==> src/rca_ram.sv <==
module rca_ram #(
  parameter int WIDTH = 8,
  parameter int DEPTH = 16
) (
  input  logic                     clk_i,
  input  logic                     we_i,
  input  logic [$clog2(DEPTH)-1:0] waddr_i,
  input  logic [WIDTH-1:0]         wdata_i,
  input  logic [$clog2(DEPTH)-1:0] raddr_i,
  output logic [WIDTH-1:0]         rdata_o
);

  logic [WIDTH-1:0] mem_q [DEPTH];
  logic [WIDTH-1:0] rdata_q;

  always_ff @(posedge clk_i) begin
    if (we_i) begin
      mem_q[waddr_i] <= wdata_i;
    end
    rdata_q <= mem_q[raddr_i];
  end

  assign rdata_o = rdata_q;

endmodule

==> config.mk <==
export PLATFORM = sky130hd
export DESIGN_NAME = rca_ram
export DESIGN_NICKNAME = d
export VERILOG_FILES = /design/src/rca_ram.sv
export SDC_FILE = /design/constraint.sdc
export NUM_CORES = 1
export LEC_CHECK = 0
export BUFFER_PORTS_ARGS = -buffer_cell sky130_fd_sc_hd__clkbuf_2
export CAP_MARGIN = 20
export CORE_AREA = 10 10 118 120
export CTS_CLUSTER_DIAMETER = 60
export DETAILED_ROUTE_END_ITERATION = 7
export DIE_AREA = 0 0 128 130
export SYNTH_ARGS = -nofsm -noshare
export SYNTH_HDL_FRONTEND = slang
export SYNTH_SLANG_ARGS = --single-unit
==> constraint.sdc <==
create_clock -name clk_i -period 1.8 [get_ports clk_i]
set_input_delay 0.36 -clock clk_i [delete_from_list [all_inputs] [get_ports clk_i]]
set_output_delay 0.36 -clock clk_i [all_outputs]
set_load 0.02 [all_outputs]
; Yosys cells after proc, flatten, opt, wreduce, memory -nomap -nowiden
; Memory sizes are Yosys's and may differ from the RTL's. A register that Yosys moved wholly into a read port is not among the register bits.
; Index checks and enable logic that the tools add are counted.
[classes]
muxes = 2
[ops]
columns = operator, n
row1 = 2-to-1 mux 1 bit, 2
[word_totals]
regBits = 0
in_bits = 18
wordCells = 3
mem_bits_rw = 128
memories = 1
[mem_list]
columns = name, depth, word_bits, rd, rd_clocked_by_memory_dff, wr, line_no
row1 = mem_q, 16, 8, 1, 1, 1, 13  ; logic [WIDTH-1:0] mem_q [DEPTH];

; Depth between registers and ports, before layout
[logic_depth]
depth_word = 2
mapped_depth = 5
mapped_depth_nobuf = 3

; Worst setup path after synthesis
; No wires, ideal clock.
[synth_timing]
kind = input-to-reg
startpoint = input waddr_i[2]
endpoint = memory mem_q[0][0], enable pin
cell_stages = 2
setup_time_ns = 0.383
required_time_ns = 1.417
path_buffers = 0
slack_ns = -0.053
t_arrival_ns = 1.470
cell_sequence = or3b_2 > nor3_1
[synth_rtl]
columns = item, line_no
row1 = start: declaration, 7  ; input logic [$clog2(DEPTH)-1:0] waddr_i,
row2 = end: declaration, 13
; No word-level cell before the write port.

==> results.sh <==
export IMPL_start_kind="primary input"
export IMPL_dp_hpwl_um=6680
export IMPL_clock_sink_count=136
export IMPL_yosysTopAreaCell="edfxtp_1"
export IMPL_via_count=2494
export IMPL_syn_avg_cell_area_um2=22.5
export IMPL_tightest_slew_ns=0.968
export IMPL_fillers=932
export IMPL_cts_hold_fix_buffers=0
export IMPL_end_kind="register"
export IMPL_antenna_found_initial=0
export IMPL_placement_rows=40
export IMPL_fin_crit_ns=1.38
export IMPL_ys_seq_area_frac=0.778
export IMPL_seqCellArea_um2=4000
export IMPL_endpoint="rdata_o[4]$_DFF_P_"
export IMPL_fmax_mhz=723
export IMPL_postLayoutCellArea_um2=6230
export IMPL_relSlewSlack=0.354
export IMPL_crit_chain="clkbuf_2 -> buf_12 -> buf_4 -> mux4_1 -> a22oi_1 -> nand2_1"
export IMPL_grt_overflow=0
export IMPL_pin_count=26
export IMPL_die_h_um=130
export IMPL_internal_power_mw=6.03
export IMPL_power_share_switching=0.197
export IMPL_drc=0
export IMPL_final_nets=307
export IMPL_place_congestion=0.771
export IMPL_crit_type="primary input to register"
export IMPL_cts_tree="yes"
export IMPL_synth_cells=229
export IMPL_clock_latency_ns=0.41
export IMPL_ir_drop_v=0.000904
export IMPL_period_share=0.768
export IMPL_post_cts_buffers=0
export IMPL_firstDrtPassIters=4
export IMPL_first_iter_violations=217
export IMPL_hold_viol=0
export IMPL_syn_nets=247
export IMPL_final_layout_size_suffix_gt1_frac=0.338
export IMPL_p_comb_frac=0.049
export IMPL_cts_resized=0
export IMPL_grt_usage=0.136
export IMPL_drv_slew=0
export IMPL_first_global_vias=2625
export IMPL_p_clk_frac=0.476
export IMPL_cp_max_fo=17
export IMPL_rsz0062_at_grt="no"
export IMPL_synth_seq_cells=136
export IMPL_status="completed"
export IMPL_rr_endpoint="rdata_o[0]$_DFF_P_"
export IMPL_max_stage_delay_ns=0.55
export IMPL_cp_arrival_ns=1.68
export IMPL_timing_rr_start="mem_q[4][0]$_DFFE_PP_"
export IMPL_synth_warnings=0
export IMPL_startpoint="raddr_i[0]"
export IMPL_setup_violations=0
export IMPL_cts_buffers=17
export IMPL_ys_types=19
export IMPL_fin_util=0.532
export IMPL_slowest_stage="mux4_1"
export IMPL_vias_per_cell=5.55
export IMPL_p_per_area_nw_per_um2=1210
export IMPL_synthToLayoutAreaGrowth_pct=21.0
export IMPL_placed_cell_area_um2=5610
export IMPL_dp_cells=417
export IMPL_worstHoldPathType="primary input to register"
export IMPL_fp_dieW_um=128
export IMPL_avgRoutedWirePerCell_um=23.6
export IMPL_initial_utilization=0.440
export IMPL_core_area_um2=11700
export IMPL_synth_top_area_frac=0.747
export IMPL_num_antenna_cells=0
export IMPL_wirelength_um=10600
export IMPL_switching_power_mw=1.48
export IMPL_clock_skew_ns=0.00634
export IMPL_reg2reg_setup_slack_ns=0.43
export IMPL_clk_path_buf_depth=2
export IMPL_grt_start_max_net_pins=33
export IMPL_seq_power_share=0.475
export IMPL_io_buffers=25
export IMPL_reg2reg_depth=3
export IMPL_ys_top_cells_by_area="edfxtp_1 75%, mux4_2 7.9%, mux4_1 7.1%, dfxtp_1 3.1%, a22oi_1 2.3%"
export IMPL_maxCapViolCount=0
export IMPL_dieArea_um2=16600
export IMPL_multi_input_area_um2=1060
export IMPL_drtAntennaViolNets=0
export IMPL_p_leak_nw=2.15
export IMPL_syn_area_um2=5150
export IMPL_finalPower_mw=7.51
export IMPL_cp_required_ns=2.09
export IMPL_htree_num_levels=4
export IMPL_clk_pin_slew_ns=0.05
export IMPL_fin_cells=449
export IMPL_cts_root_buf="clkbuf_16"
export IMPL_whs_path_depth=1
export IMPL_grt_pass1_wl_um=16300
-- flip-flops by register name, summed over array words and instances (netlist names) --
register,cells
mem_q,128
rdata_o,8
-- cells in the mapped netlist --
library cell and instances:
mux4_2 18, and2b_1 1, dfxtp_1 8, edfxtp_1 128, a22oi_1 16, nand3b_1 2
buf_2 3, and2_1 1, mux4_1 14, clkdlybuf4s25_2 3, nor2b_1 1, buf_6 3
nor2_1 13, nor3_1 4, buf_4 1, nand3_1 1, nand2b_1 2, nand2_1 9
or3b_2 1
-- power groups by stage --
stage | sequential (mW) | combinational (mW) | clock, mW
floorplan | 3.65 | 0.180 | 0
global placement | 3.63 | 0.364 | 0
detailed placement | 3.63 | 0.372 | 0
CTS | 3.57 | 0.373 | 3.64
global route | 3.57 | 0.400 | 3.78
finish | 3.57 | 0.367 | 3.58
-- layout by cell type (no fill, tap or decap), types with 2 or more instances in the layout --
cell,n
buf_12,3
mux4_1,14
clkinvlp_4,3
nor2_1,13
clkbuf_16,17
nor3_1,3
mux4_2,18
a22oi_1,16
bufinv_16,4
buf_4,23
clkinv_2,5
clkbuf_2,25
edfxtp_1,128
nand2_1,9
nand2b_1,2
nand3b_1,2
dfxtp_1,8
-- cell families (layout without fill, tap and decap cells) --
logic type      after synthesis  count (layout)  synth area share
compound gates               16              16            0.0233
mux                          32              32             0.150
simple gates                 35              35            0.0318
flops                       136             136             0.778
buf+inv                      10              83            0.0168
-- through the flow --
stage	setup TNS (ns)	hold slack, ns	setup WS, ns
floorplan	0	0.459	0.174
global placement	-0.0146	0.653	-0.0146
detailed placement	-0.00941	0.656	-0.00941
CTS	0	0.372	0.413
global route	0	0.401	0.348
finish	0	0.378	0.417
-- critical path, delay by kind of cell --
family                 cells  cell delay, ns
AND/OR/NAND/NOR            1            0.07
AO/OA/AOI/OAI              1            0.21
multiplexers               1            0.55
buffers and inverters      3            0.48
-- routing by layer --
metal  track usage  part of all wire  vias up
met1         0.182              0.47     1324
li1              -                 -     1099
met2         0.201              0.47       54
met5             0                 0        -
met4        0.0583             0.016        0
met3        0.0406             0.047       17
-- layout make-up --
| cell class | instances | share of cell area |
|---|---|---|
| flip-flops and latches | 136 | 0.643 |
| multi-input cells | 83 | 0.171 |
| clock buffers | 18 | 0.0705 |
| repair buffers | 51 | 0.0575 |
| well taps | 147 | 0.0295 |
| clock inverters | 14 | 0.0289 |
-- worst min-delay path by stage --
stage | slack [ns] | startpoint | to
after detailed placement | 0.66 | mem_q[14][1]$_DFFE_PP_ | rdata_o[1]$_DFF_P_
after global routing | 0.40 | wdata_i[3] | mem_q[1][3]$_DFFE_PP_
after floorplan | 0.46 | wdata_i[0] | mem_q[0][0]$_DFFE_PP_
final | 0.38 | wdata_i[1] | mem_q[5][1]$_DFFE_PP_
after CTS | 0.37 | wdata_i[1] | mem_q[2][1]$_DFFE_PP_
after global placement | 0.65 | mem_q[15][1]$_DFFE_PP_ | rdata_o[1]$_DFF_P_
Power figures use the tool's default switching activity.
