**src/rca_pkg.sv**
```systemverilog
package rca_pkg;

  localparam int CACHE_BYTES_W = 21;
  localparam int RES_COUNT_W   = 13;
  localparam int RESOURCE_W    = 12;
  localparam int LENGTH_W      = 24;
  localparam int FPOS_W        = 32;
  localparam int STATUS_W      = 3;
  localparam int OFFSET_W      = 20;
  localparam int EVICT_W       = 13;
  localparam int SIZE_W        = LENGTH_W + 1;
  localparam int S_TDATA_W     = 72;
  localparam int M_TDATA_W     = 96;
  localparam int APB_ADDR_W    = 3;
  localparam int APB_DATA_W    = 32;

  localparam int DEF_RESOURCE_SLOTS  = 4096;
  localparam int DEF_CACHE_ADDR_BITS = 20;

  localparam logic [CACHE_BYTES_W-1:0] CACHE_BYTES_RST = 21'd65536;
  localparam logic [RES_COUNT_W-1:0]   RES_COUNT_RST   = 13'd4096;

  localparam logic [SIZE_W-1:0] MIN_SIZE   = 25'd4;
  localparam logic [SIZE_W-1:0] ALIGN_ADD  = 25'd3;
  localparam logic [SIZE_W-1:0] ALIGN_MASK = ~25'd3;

  typedef enum logic [STATUS_W-1:0] {
    STAT_HIT    = 3'd0,
    STAT_PLACED = 3'd1,
    STAT_BAD    = 3'd2,
    STAT_LARGE  = 3'd3,
    STAT_FLUSH  = 3'd4
  } status_e;

  typedef enum logic {
    OP_BORROW = 1'b0,
    OP_FLUSH  = 1'b1
  } op_e;

  typedef enum logic {
    REG_CACHE_BYTES    = 1'b0,
    REG_RESOURCE_COUNT = 1'b1
  } reg_e;

  typedef enum logic [2:0] {
    ST_CLEAR,
    ST_IDLE,
    ST_LOOKUP,
    ST_FIT,
    ST_WALK,
    ST_PLACE,
    ST_DONE
  } state_e;

  typedef struct packed {
    logic [CACHE_BYTES_W-1:0] cache_bytes;
    logic [RES_COUNT_W-1:0]   resource_count;
  } cfg_t;

  function automatic logic [SIZE_W-1:0] round_size(input logic [LENGTH_W-1:0] len);
    logic [SIZE_W-1:0] s;
    s = ({1'b0, len} + ALIGN_ADD) & ALIGN_MASK;
    return (len == '0) ? MIN_SIZE : s;
  endfunction

endpackage

```
**src/rca_cfg.sv**
```systemverilog
module rca_cfg (
  input  logic                             clk_i,
  input  logic                             rst_ni,
  input  logic                             psel,
  input  logic                             penable,
  input  logic                             pwrite,
  input  logic [rca_pkg::APB_ADDR_W-1:0]   paddr,
  input  logic [rca_pkg::APB_DATA_W-1:0]   pwdata,
  output logic [rca_pkg::APB_DATA_W-1:0]   prdata,
  output logic                             pready,
  output rca_pkg::cfg_t                    cfg_o
);

  rca_pkg::cfg_t cfg_q, cfg_d;
  rca_pkg::reg_e sel;
  logic          wr;

  assign sel    = rca_pkg::reg_e'(paddr[2]);
  assign wr     = psel & penable & pwrite;
  assign pready = 1'b1;

  always_comb begin
    cfg_d = cfg_q;
    if (wr) begin
      unique case (sel)
        rca_pkg::REG_CACHE_BYTES:    cfg_d.cache_bytes    = pwdata[rca_pkg::CACHE_BYTES_W-1:0];
        rca_pkg::REG_RESOURCE_COUNT: cfg_d.resource_count = pwdata[rca_pkg::RES_COUNT_W-1:0];
        default: ;
      endcase
    end
  end

  always_comb begin
    unique case (sel)
      rca_pkg::REG_CACHE_BYTES:    prdata = rca_pkg::APB_DATA_W'(cfg_q.cache_bytes);
      rca_pkg::REG_RESOURCE_COUNT: prdata = rca_pkg::APB_DATA_W'(cfg_q.resource_count);
      default:                     prdata = '0;
    endcase
  end

  always_ff @(posedge clk_i or negedge rst_ni) begin
    if (!rst_ni) begin
      cfg_q.cache_bytes    <= rca_pkg::CACHE_BYTES_RST;
      cfg_q.resource_count <= rca_pkg::RES_COUNT_RST;
    end else begin
      cfg_q <= cfg_d;
    end
  end

  assign cfg_o = cfg_q;

endmodule

```
**config.mk**
```make
export PLATFORM = sky130hd
export DESIGN_NAME = rca_cfg
export DESIGN_NICKNAME = d
export VERILOG_FILES = /design/src/rca_pkg.sv /design/src/rca_cfg.sv
export SDC_FILE = /design/constraint.sdc
export NUM_CORES = 1
export LEC_CHECK = 0
export BUFFER_PORTS_ARGS = -buffer_cell sky130_fd_sc_hd__buf_2
export CAP_MARGIN = 20
export CORE_MARGIN = 2
export CORE_UTILIZATION = 43
export CTS_BUF_LIST = sky130_fd_sc_hd__clkbuf_4 sky130_fd_sc_hd__clkbuf_8
export DETAILED_ROUTE_END_ITERATION = 10
export GPL_TIMING_DRIVEN = 0
export HOLD_SLACK_MARGIN = 0.1
export PLACE_DENSITY = 0.82
export SLEW_MARGIN = 20
export SYNTH_ARGS = -nofsm -noshare
export SYNTH_HDL_FRONTEND = slang
export SYNTH_SLANG_ARGS = --single-unit
export TNS_END_PERCENT = 1
```
**constraint.sdc**
```tcl
create_clock -name clk_i -period 1.08 [get_ports clk_i]
set_clock_uncertainty 0.15 [all_clocks]
set_input_delay 0.162 -clock clk_i [delete_from_list [all_inputs] [get_ports clk_i]]
set_output_delay 0.162 -clock clk_i [all_outputs]
set_load 0.01 [all_outputs]
```
# After elaboration in Yosys (flattened, before gate mapping)
# Cells that the tools add are included.
[word_totals]
register_bits = 34
output_inout_bits = 67
elab_cells = 8
[op_classes]
n_mux = 1
n_bitwise = 3
n_reduce_logical = 2
[ops]
columns = ["cell", "count"]
rows = [
  ["32-bit one-hot mux with 2 select lines", 1],
  ["2-bit AND reduction", 2],
  ["1-bit AND", 2],
  ["1-bit NOT", 1],
]

# Longest topological paths before layout
[logic_depth]
depth_word = 3
ltp_mapped = 3
ltp_nobuf = 2

# Worst setup path before layout
# No wires, ideal clock.
[synth_path]
path_kind = "input-to-reg"
startpoint = "input port paddr[2] (netlist bit)"
endpoint = "register cfg_q (netlist bit cfg_o[13])"
setup_ns = 0.128
t_arrival_ns = 0.796
required_time_ns = 0.802
slack_ns = 0.007
stages = 3
path_buffers = 1
path_cell_list = "nand4b_4 > buf_4 > mux2_1"
[synth_via]
elab_chain_cells = 2
[synth_rtl]
columns = ["element", "line", "text"]
rows = [
  ["from (decl)", "rca_cfg.sv:7", "input logic [rca_pkg::APB_ADDR_W-1:0] paddr,"],
  ["1-bit NOT", "n/a", ""],
  ["2-bit AND reduction (no line)", "n/a", ""],
  ["to (signal assigned)", "rca_cfg.sv:46", "cfg_q <= cfg_d;"],
  ["to (decl)", "rca_cfg.sv:14", "rca_pkg::cfg_t cfg_q, cfg_d;"],
]
# Every way passes these cells.
# A chain may end at the register's enable or synchronous reset.

# Worst setup path in the final report
[layout_path]
startpoint = "register cfg_q (netlist bit cfg_o[20])"
endpoint = "output port prdata[7] (netlist bit)"
[layout_via]
elab_chain_cells = 1
[layout_rtl]
columns = ["element", "line", "text"]
rows = [
  ["32-bit one-hot mux with 2 select lines", "rca_cfg.sv:34", "unique case (sel)"],
  ["to (decl)", "rca_cfg.sv:9", "output logic [rca_pkg::APB_DATA_W-1:0] prdata,"],
]
# Every way passes these cells. The select of a mux whose other input is x is not followed.

==> run_results.csv <==
group,metric,value,unit
run_status,status,"complete, but fails checks",
run_status,violations,"negative hold slack, negative setup slack",
place,port_buffers,81,
cts,clk_pin_slew_worst_paths,70,ps
global_route,grt_busiest_layer,"met2",
timing,fin_crit_sh,131,%
pwr,power_switching,1.37,mW
logic_synthesis,yosysSeqAreaShare,52.0,%
hold_path,hold_class,"input port to async pin",
global_route,grt-ovfl-total,0,
logic_synthesis,yosysUniqueCellTypes,12,
final_layout,final_common_cell,"buf_2",
die,die_x,65.8,um
die,initial_core_util,44.8,%
final_layout,nets,280,
route,drc_errors,0,
final_layout,area_delta_synth_final,69.2,%
global_route,grt_pass1_wl,6470,um
worst_setup_path,path_class,"register to output port",
pwr,power_frac_comb,41.2,%
timing,period_minus_slack,1420,ps
timing,fmax,704,MHz
global_route,gr-usage-all-layers,20.7,%
global_route,met3_usage,7.02,%
global_route,grtUsageMet2,36.7,%
place,hpwlAfterDp,2500,um
global_route,grt_start_max_net_pins,35,
die,die_area,4330,um2
die,coreArea,3660,um2
worst_setup_path,cp-end-kind,"output port",
pwr,p_sw_share,29.2,%
worst_setup_path,startpoint,"cfg_o[20]",
cts,tritoncts,"yes",
worst_setup_path,crit_fanout,3,
pwr,p_total,4.70,mW
place,pre_cts_ws,-322,ps
final_layout,fill_cells,264,
pwr,pwr-share-clk,20.6,%
timing,setup_slack,-340,ps
cts,insertion_delay,280,ps
timing,hold_viol_final,32,
cts,cts_made_buffers,5,
worst_setup_path,required,770,ps
final_layout,drive_gt1_share,65.1,%
pwr,power_density,1690,nW/um2
place,placed_cells,249,
worst_setup_path,rr_startpoint,"cfg_o[23]",
timing,slew_headroom,51.5,%
route,drtIter0Drc,29,
pwr,irDropWorstVdd,0.00126,V
route,antenna_left,0,
pwr,power_frac_seq,38.2,%
die,die_h,65.8,um
final_layout,largest_register_ffs,34,
cts,cts-root-buf,"clkbuf_8",
global_route,grt_pass1_vias,1321,
logic_synthesis,postSynthAreaPerCell,14.9,um2
route,routedWlPerCell,14.6,um
place,gp_congestion,0.731,
timing,maxSlewViolCount,0,
logic_synthesis,syn_area,1640,um2
logic_synthesis,yosys_warnings,0,
die,rows,22,
cts,h-tree-depth,2,
final_layout,stdcell_count,289,
route,via_count,1282,
pwr,power.internal,3.32,mW
global_route,antenna_found_initial,0,
global_route,met1_usage,23.4,%
logic_synthesis,syn_inst,110,
final_layout,n_antenna_cell,0,
timing,setup_viol,56,
worst_setup_path,startpoint_type,"register",
flow_run,drv_cap,0,
logic_synthesis,ys_ff_latch,34,
pwr,leakage,1.50,nW
route,via_per_inst,4.44,
timing,worstMarginPinSlew,727,ps
cts,cts.sinks,34,
timing,rsz0062_at_grt,"yes",
timing,hold_ws,-215,ps
final_layout,layout_common_cells,"buf_2 (58), buf_6 (35), dfrtp_1 (32)",
die,io_pins,107,
cts,cts.hold.buffers_added,21,
cts,clk_path_buf_depth,2,
route,first_pass_iters,3,
worst_setup_path,crit_arrival,1110,ps
route,wirelength,4220,um
-- area by class of cell --
type / count / area (um2) / share of cell area [%]
timing repair buffer: 113 / 888 / 32.0
tap: 48 / 60.1 / 2.16
multi-input combinational: 69 / 747 / 26.9
sequential: 34 / 853 / 30.7
clock inverter: 1 / 5.00 / 0.180
clock buffer: 7 / 90.1 / 3.25
buffer: 17 / 131 / 4.73
-- synthesized netlist by cell type --
master	n	area (um2)
buf_4	14	105
conb_1	2	7.51
mux2_2	17	191
dfstp_2	2	52.6
nand4b_4	1	23.8
nor2b_1	8	50.1
dfrtp_1	32	801
nand4_2	1	12.5
mux2_4	10	150
mux2_1	20	225
buf_6	1	11.3
buf_2	2	10.0
-- critical path, stage by stage, from the launching register on --
cell and delay (ps):
dfrtp_1 410, mux2_4 290, buf_6 120
-- metal layers --
layer	up-vias	share of wire, %
li1	612	-
met1	618	39
met2	48	55
met3	4	5.4
met4	0	0.76
met5	-	0
-- power by group through the flow --
| stage | clock, mW | combinational (mW) | sequential, mW |
|---|---|---|---|
| floorplan | 0 | 0.590 | 1.90 |
| global placement | 0 | 1.27 | 1.78 |
| detailed placement | 0 | 1.28 | 1.80 |
| CTS | 0.998 | 1.73 | 1.76 |
| global route | 1.07 | 2.06 | 1.83 |
| finish | 0.967 | 1.93 | 1.79 |
-- what timing repair did --
action / in CTS / in global routing
setup buffers: 10 / 1
hold endpoints to repair: 66 / 34
resized for setup: 22 / 30
pin swaps: 0 / 0
setup endpoints to repair: 55 / 68
-- kinds of logic (layout without fill, tap and decap cells) --
family	count (synthesis)	after routing	share of synthesized area, %
AND/OR/NAND/NOR	10	10	5.26
multiplexers	47	47	34.6
other	2	12	0.458
buffers and inverters	17	138	7.70
flip-flops	34	34	52.0
-- worst paths after layout --
kind                             end  slack, ps  cells after the start
setup / recovery           prdata[7]       -340                      2
hold / removal             cfg_o[14]       -210                      1
setup reg to reg           cfg_o[23]         20                      2
hold reg to reg            cfg_o[28]        350                      1
max in group asynchronous   cfg_o[3]        530                      1
min in group clk_i         cfg_o[17]         70                      3
-- metrics by stage --
stage               TNS (ps)  utilization [%]  cell area (um2)
floorplan                  0                -             1680
global placement       -9060             58.5             2140
detailed placement     -9460             58.5             2140
CTS                    -8980             72.4             2650
global route          -10950             75.8             2780
finish                 -8680             75.8             2780
(Power assumes the default switching activity.)
